$ cat src/rtl/core/lpm_pkg.sv
// Shared types and constants for the longest-prefix route lookup block.
// Used by the top level, the prefix compare unit and the port checker.
// No dependencies.
package lpm_pkg;

   localparam int TABLE_ENTRIES = 32;
   localparam int IDX_W         = (TABLE_ENTRIES > 1) ? $clog2(TABLE_ENTRIES) : 1;
   localparam logic [IDX_W-1:0] LAST_IDX = IDX_W'(TABLE_ENTRIES - 1);

   localparam logic OP_WRITE  = 1'b0;
   localparam logic OP_LOOKUP = 1'b1;

   typedef struct packed {
      logic        op;
      logic [4:0]  entry_index;
      logic [31:0] entry_dest;
      logic [31:0] entry_mask;
      logic [31:0] entry_gateway;
      logic [2:0]  entry_port;
      logic        entry_valid;
      logic [31:0] lookup_addr;
   } req_type;

   typedef struct packed {
      logic        reachable;
      logic [4:0]  match_slot;
      logic [31:0] next_hop;
      logic [2:0]  out_port;
   } rsp_type;

   // one table row as held in the route RAM
   typedef struct packed {
      logic [31:0] dest;
      logic [31:0] mask;
      logic [31:0] gateway;
      logic [2:0]  port;
   } route_type;

   localparam int ROUTE_W = $bits(route_type);

   // verdict of the prefix compare unit for one row
   typedef struct packed {
      logic hit;
      logic take;
   } cmp_type;

   typedef enum logic [1:0] {
      ST_IDLE,
      ST_SCAN,
      ST_DRAIN,
      ST_RESP
   } lpm_state_type;

endpackage

$ cat src/rtl/core/lpm_ram.sv
// Generic single-port-write, single-port-read RAM with registered read data.
// No dependencies.
module lpm_ram #(
   parameter int WIDTH = 8,
   parameter int DEPTH = 32
) (
   input  logic                                        clock,
   input  logic                                        wr_en,
   input  logic [((DEPTH > 1) ? $clog2(DEPTH) : 1)-1:0] wr_addr,
   input  logic [WIDTH-1:0]                            wr_data,
   input  logic [((DEPTH > 1) ? $clog2(DEPTH) : 1)-1:0] rd_addr,
   output logic [WIDTH-1:0]                            rd_data
);

   logic [WIDTH-1:0] mem_ff [DEPTH];

   always_ff @(posedge clock) begin
      if (wr_en) begin
         mem_ff[wr_addr] <= wr_data;
      end
      rd_data <= mem_ff[rd_addr];
   end

endmodule

$ cat src/rtl/core/lpm_cmp.sv
// Prefix compare unit: decides whether one table row matches the address
// and whether it beats the best row so far. Depends on lpm_pkg.
module lpm_cmp import lpm_pkg::*; (
   input  logic        row_valid,
   input  route_type   row,
   input  logic [31:0] addr,
   input  logic        found,
   input  logic [31:0] best_mask,
   output cmp_type     verdict
);

   always_comb begin
      verdict.hit  = row_valid && ((row.dest & row.mask) == (addr & row.mask));
      // strictly longer only, so the lowest slot keeps a tie
      verdict.take = verdict.hit && (!found || (row.mask > best_mask));
   end

endmodule

$ cat src/rtl/core/longest_prefix_route_lookup.sv
// Top level of the IPv4 longest-prefix route lookup block.
// Depends on lpm_pkg, lpm_ram and lpm_cmp.
//
//  channel  | ports                    | handshake
//  ---------+--------------------------+-------------------------------------
//  request  | start, busy, req_data    | taken when start high and busy low
//  result   | rsp_valid, rsp_data      | one-cycle strobe, cannot be held off
//
// A write transaction completes in its accept cycle; busy stays low.
// A lookup holds busy after accept while it reads the route RAM once per
// slot, set by the single RAM read port feeding the one compare unit, then
// passes through a drain state and a result state.
// The result is strobed in the last busy cycle. Reset clears all valid bits.
module longest_prefix_route_lookup import lpm_pkg::*; (
   input  logic    clock,
   input  logic    reset,
   input  logic    start,
   output logic    busy,
   input  req_type req_data,
   output logic    rsp_valid,
   output rsp_type rsp_data
);

   lpm_state_type state_ff, state_in;

   logic             valid_ff [TABLE_ENTRIES];
   logic [IDX_W-1:0] rd_idx_ff, rd_idx_in;
   logic [IDX_W-1:0] cmp_idx_ff;
   logic             cmp_valid_ff;
   logic [31:0]      addr_ff;

   logic             found_ff;
   logic [IDX_W-1:0] best_idx_ff;
   logic [31:0]      best_mask_ff;
   logic [31:0]      best_gw_ff;
   logic [2:0]       best_port_ff;

   logic      accept;
   logic      lookup_go;
   logic      wr_en;
   logic      scanning;
   route_type wr_row;
   route_type rd_row;
   cmp_type   verdict;

   assign accept    = start && !busy;
   assign lookup_go = accept && (req_data.op == OP_LOOKUP);
   assign wr_en     = accept && (req_data.op == OP_WRITE)
                      && (32'(req_data.entry_index) < 32'(TABLE_ENTRIES));

   always_comb begin
      wr_row.dest    = req_data.entry_dest;
      wr_row.mask    = req_data.entry_mask;
      wr_row.gateway = req_data.entry_gateway;
      wr_row.port    = req_data.entry_port;
   end

   lpm_ram #(
      .WIDTH (ROUTE_W),
      .DEPTH (TABLE_ENTRIES)
   ) u_route_ram (
      .clock   (clock),
      .wr_en   (wr_en),
      .wr_addr (IDX_W'(req_data.entry_index)),
      .wr_data (wr_row),
      .rd_addr (rd_idx_ff),
      .rd_data (rd_row)
   );

   lpm_cmp u_cmp (
      .row_valid (cmp_valid_ff),
      .row       (rd_row),
      .addr      (addr_ff),
      .found     (found_ff),
      .best_mask (best_mask_ff),
      .verdict   (verdict)
   );

   // next state
   always_comb begin
      state_in = state_ff;
      unique case (state_ff)
         ST_IDLE: begin
            if (lookup_go) begin
               state_in = ST_SCAN;
            end
         end
         ST_SCAN: begin
            if (rd_idx_ff == LAST_IDX) begin
               state_in = ST_DRAIN;
            end
         end
         ST_DRAIN: state_in = ST_RESP;
         ST_RESP:  state_in = ST_IDLE;
         default:  state_in = ST_IDLE;
      endcase
   end

   // outputs
   always_comb begin
      busy      = 1'b1;
      rsp_valid = 1'b0;
      scanning  = 1'b0;
      unique case (state_ff)
         ST_IDLE:  busy      = 1'b0;
         ST_SCAN:  scanning  = 1'b1;
         ST_DRAIN: busy      = 1'b1;
         ST_RESP:  rsp_valid = 1'b1;
         default:  busy      = 1'b0;
      endcase
   end

   always_comb begin
      rsp_data.reachable  = found_ff;
      rsp_data.match_slot = 5'(best_idx_ff);
      rsp_data.next_hop   = best_gw_ff;
      rsp_data.out_port   = best_port_ff;
   end

   assign rd_idx_in = scanning ? (rd_idx_ff + IDX_W'(1)) : '0;

   always_ff @(posedge clock) begin
      if (reset) begin
         state_ff     <= ST_IDLE;
         rd_idx_ff    <= '0;
         cmp_valid_ff <= 1'b0;
         found_ff     <= 1'b0;
         for (int i = 0; i < TABLE_ENTRIES; i++) begin
            valid_ff[i] <= 1'b0;
         end
      end else begin
         state_ff  <= state_in;
         rd_idx_ff <= rd_idx_in;
         if (wr_en) begin
            valid_ff[IDX_W'(req_data.entry_index)] <= req_data.entry_valid;
         end
         // valid bit travels alongside the registered RAM read
         cmp_valid_ff <= scanning && valid_ff[rd_idx_ff];
         if (lookup_go) begin
            found_ff <= 1'b0;
         end else if (verdict.take) begin
            found_ff <= 1'b1;
         end
      end
   end

   always_ff @(posedge clock) begin
      cmp_idx_ff <= rd_idx_ff;
      if (lookup_go) begin
         addr_ff      <= req_data.lookup_addr;
         best_idx_ff  <= '0;
         best_mask_ff <= '0;
         best_gw_ff   <= '0;
         best_port_ff <= '0;
      end else if (verdict.take) begin
         best_idx_ff  <= cmp_idx_ff;
         best_mask_ff <= rd_row.mask;
         best_gw_ff   <= rd_row.gateway;
         best_port_ff <= rd_row.port;
      end
   end

endmodule

$ cat config.mk
export PLATFORM = sky130hd
export DESIGN_NAME = longest_prefix_route_lookup
export DESIGN_NICKNAME = d
export VERILOG_FILES = /design/src/rtl/core/lpm_pkg.sv /design/src/rtl/core/lpm_ram.sv /design/src/rtl/core/lpm_cmp.sv /design/src/rtl/core/longest_prefix_route_lookup.sv
export SDC_FILE = /design/constraint.sdc
export NUM_CORES = 2
export LEC_CHECK = 0
export ABC_AREA = 1
export BUFFER_PORTS_ARGS = -buffer_cell sky130_fd_sc_hd__clkbuf_2
export CORE_MARGIN = 2
export CORE_UTILIZATION = 35
export DETAILED_ROUTE_END_ITERATION = 7
export SYNTH_ARGS = -nofsm -noshare
export SYNTH_HDL_FRONTEND = slang
export SYNTH_HIERARCHICAL = 1
export SYNTH_SLANG_ARGS = --single-unit
$ cat constraint.sdc
create_clock -name clock -period 6.9 [get_ports clock]
set_input_delay 2.07 -clock clock [delete_from_list [all_inputs] [get_ports clock]]
set_output_delay 2.07 -clock clock [all_outputs]
set_load 0.05 [all_outputs]
==> impl_metrics.yaml <==
status:
  status: "finished clean"
timing:
  final-setup-viol-count: 0
  relSlewSlack: 0.152
  holdWs_ns: 0.506
  rsz0062_at_grt: "false"
  hold_viol_final: 0
  fmax_mhz: 232
  tns_ns: 0
  final.setup_skew_ns: 0.0444
  period_share: 0.625
  slew_violations: 0
  period_needed_ns: 4.32
  worst_slew_pin_slew_ns: 1.27
synth:
  synth_area_um2: 136000
  netlist_instances: 11300
  yosys_warnings: 6
  syn-num-nets: 11500
  avgSynthCellArea_um2: 12.0
setup_path:
  slowest_stage: "nor2_4"
  path_buf_inv: 2
  cp.required_ns: 7.49
  r2r_end: "u_route_ram/mem_ff[31][87]$_DFFE_PP_"
  worstPathArrival_ns: 4.90
  startpoint_type: "primary input"
  rrSetupSlack_ns: 3.08
  r2r_start: "state_ff[0]$_SDFFE_PP0P_"
  cp_cell_sequence: "clkbuf_2 -> nand2_1 -> nor2_4 -> nand3_1 -> nor2_4 -> buf_12"
  worst_path_most_repeated_cell: "nor2_4"
  slowest_delay_ns: 1.10
  crit_type: "primary input to register"
  rr_worst_depth: 7
  path_delay_family: "simple AND/OR/NAND/NOR gates"
  end_kind: "register"
  critPathMaxFanout: 40
detailed_routing:
  via_count: 87000
  avgViaCountPerCell: 5.18
  wl_per_cell_um: 23.3
  first_pass_iters: 5
  wirelength_um: 391000
  antenna_left: 0
  route.detailed.drc: 0
  drt-initial-drc-count: 9376
worst_hold_path:
  hp-class: "register to register"
  min_path_cells: 0
  min_to: "cmp_idx_ff[2]$_DFF_P_"
  hold_path_startpoint: "rd_idx_ff[2]$_SDFF_PP0_"
clock_network:
  cts_tree: "built"
  root_buffer: "clkbuf_16"
  cts_resized: 0
  clk_latency_ns: 0.95
  cts_buffers: 358
  cts_buffer_depth: 4
  cts-hold-fix-buffers: 0
  cts.sinks: 3417
  clkTransAtPathRegs_ns: 0.06
  h-tree-depth: 5
  post-cts-setup-buffers: 0
power_and_ir_drop:
  p_total_mw: 47.2
  peakVddDrop_v: 0.000203
  leakage_nw: 54.4
  internal_power_mw: 35.4
  powerDensity_nw_per_um2: 307
  switchingPower_mw: 11.8
  swShare: 0.249
  power_frac_clock: 0.409
  seqPwrFrac: 0.491
  p_comb_frac: 0.100
global_routing:
  grt_pass1_vias: 81300
  grt_pass1_wl_um: 566000
  grt_max_degree: 204
  grt_usage: 0.193
  grt_overflow: 0
  antenna_found_initial: 41
run:
  drv_cap: 0
cells_and_area:
  areaGrowthSynthToFinish_pct: 13.1
  seq_area_um2: 101000
  final_cells: 16800
  drive_gt1_frac: 0.0853
  fillers: 36000
  multi_input_area_um2: 31400
  nets: 11500
floorplan:
  placementRows: 228
  die_y_um: 627
  ios: 184
  die_w_um: 627
  core_area_um2: 386000
  initial_utilization: 0.352
  die-area_um2: 394000
place:
  post-dp-hpwl_um: 199000
  port_buffers: 183
  finalWeightedCongestion: 0.802
  dp.cells: 16100
## through the flow
step / instance area [um2] / utilization / worst slack [ns]
floorplan: 136000 / - / -0.316
global placement: 142000 / 0.368 / 1.68
detailed placement: 142000 / 0.368 / 1.71
CTS: 154000 / 0.398 / 2.70
global route: 154000 / 0.398 / 2.59
finish: 154000 / 0.398 / 2.58
## power groups by stage
stage / logic, mW / clock network, mW / registers (mW)
floorplan: 3.14 / 0 / 23.5
global placement: 4.66 / 0 / 23.6
detailed placement: 4.70 / 0 / 23.6
CTS: 4.71 / 19.6 / 23.2
global route: 5.22 / 20.4 / 23.2
finish: 4.72 / 19.3 / 23.2
## how the worst max path moves through the flow
| stage | startpoint | end | slack (ns) | cells past startpoint |
|---|---|---|---|---|
| floorplan | start | u_route_ram/mem_ff[27][0]$_DFFE_PP_ | -0.32 | 4 |
| global placement | start | u_route_ram/mem_ff[31][2]$_DFFE_PP_ | 1.68 | 6 |
| detailed placement | start | u_route_ram/mem_ff[31][41]$_DFFE_PP_ | 1.71 | 6 |
| CTS | start | u_route_ram/mem_ff[31][87]$_DFFE_PP_ | 2.70 | 6 |
| global route | start | u_route_ram/mem_ff[31][87]$_DFFE_PP_ | 2.59 | 6 |
| finish | start | u_route_ram/mem_ff[31][87]$_DFFE_PP_ | 2.58 | 6 |
## sequential cells by signal, summed over array words and instances (netlist names)
signal,flops
best_mask_ff,32
state_ff,2
cmp_valid_ff,1
rd_idx_ff,5
best_gw_ff,32
u_route_ram/mem_ff,3168
u_route_ram/rd_data,99
addr_ff,32
found_ff,1
valid_ff,32
best_idx_ff,5
best_port_ff,3
cmp_idx_ff,5
## worst register-to-register path, delay by kind of cell (launching register included)
family        cells  cell delay (ns)
fa+ha+maj         1             0.28
buf+inv           2             0.49
flops             1             0.33
simple gates      4             2.31
## layer usage
metal	routed length, um	GRT usage	up-vias
met5	94	0	-
met4	13200	0.0680	14
met3	28700	0.0269	574
met2	185000	0.312	3393
met1	164000	0.267	43200
li1	-	-	39800
## placed cells by master, fill, tap and decap left out, types with 14 or more instances in the layout
master and instances:
a21oi_1 31, clkbuf_8 14, mux2_2 72, clkinv_1 73
clkbuf_2 183, clkbuf_16 368, nor2_4 33, clkbuf_1 90
nand3_1 2811, ha_1 39, diode_2 20, o21ai_1 14
buf_4 71, clkinv_2 48, bufinv_16 35, inv_1 143
nor3_2 23, o21ai_0 26, nand2_1 3884, nor2_1 41
edfxtp_1 3232, buf_12 68, dfxtp_1 180
## cell type report
| class | count | share of cell area |
|---|---|---|
| antenna | 20 | 0.000325 |
| multi-input combinational | 7022 | 0.204 |
| clock buffer | 472 | 0.0633 |
| tap | 5175 | 0.0421 |
| inverter | 163 | 0.00438 |
| sequential | 3417 | 0.655 |
| clock inverter | 189 | 0.0128 |
| timing repair buffer | 322 | 0.0183 |
Power figures use the tool's default switching activity.
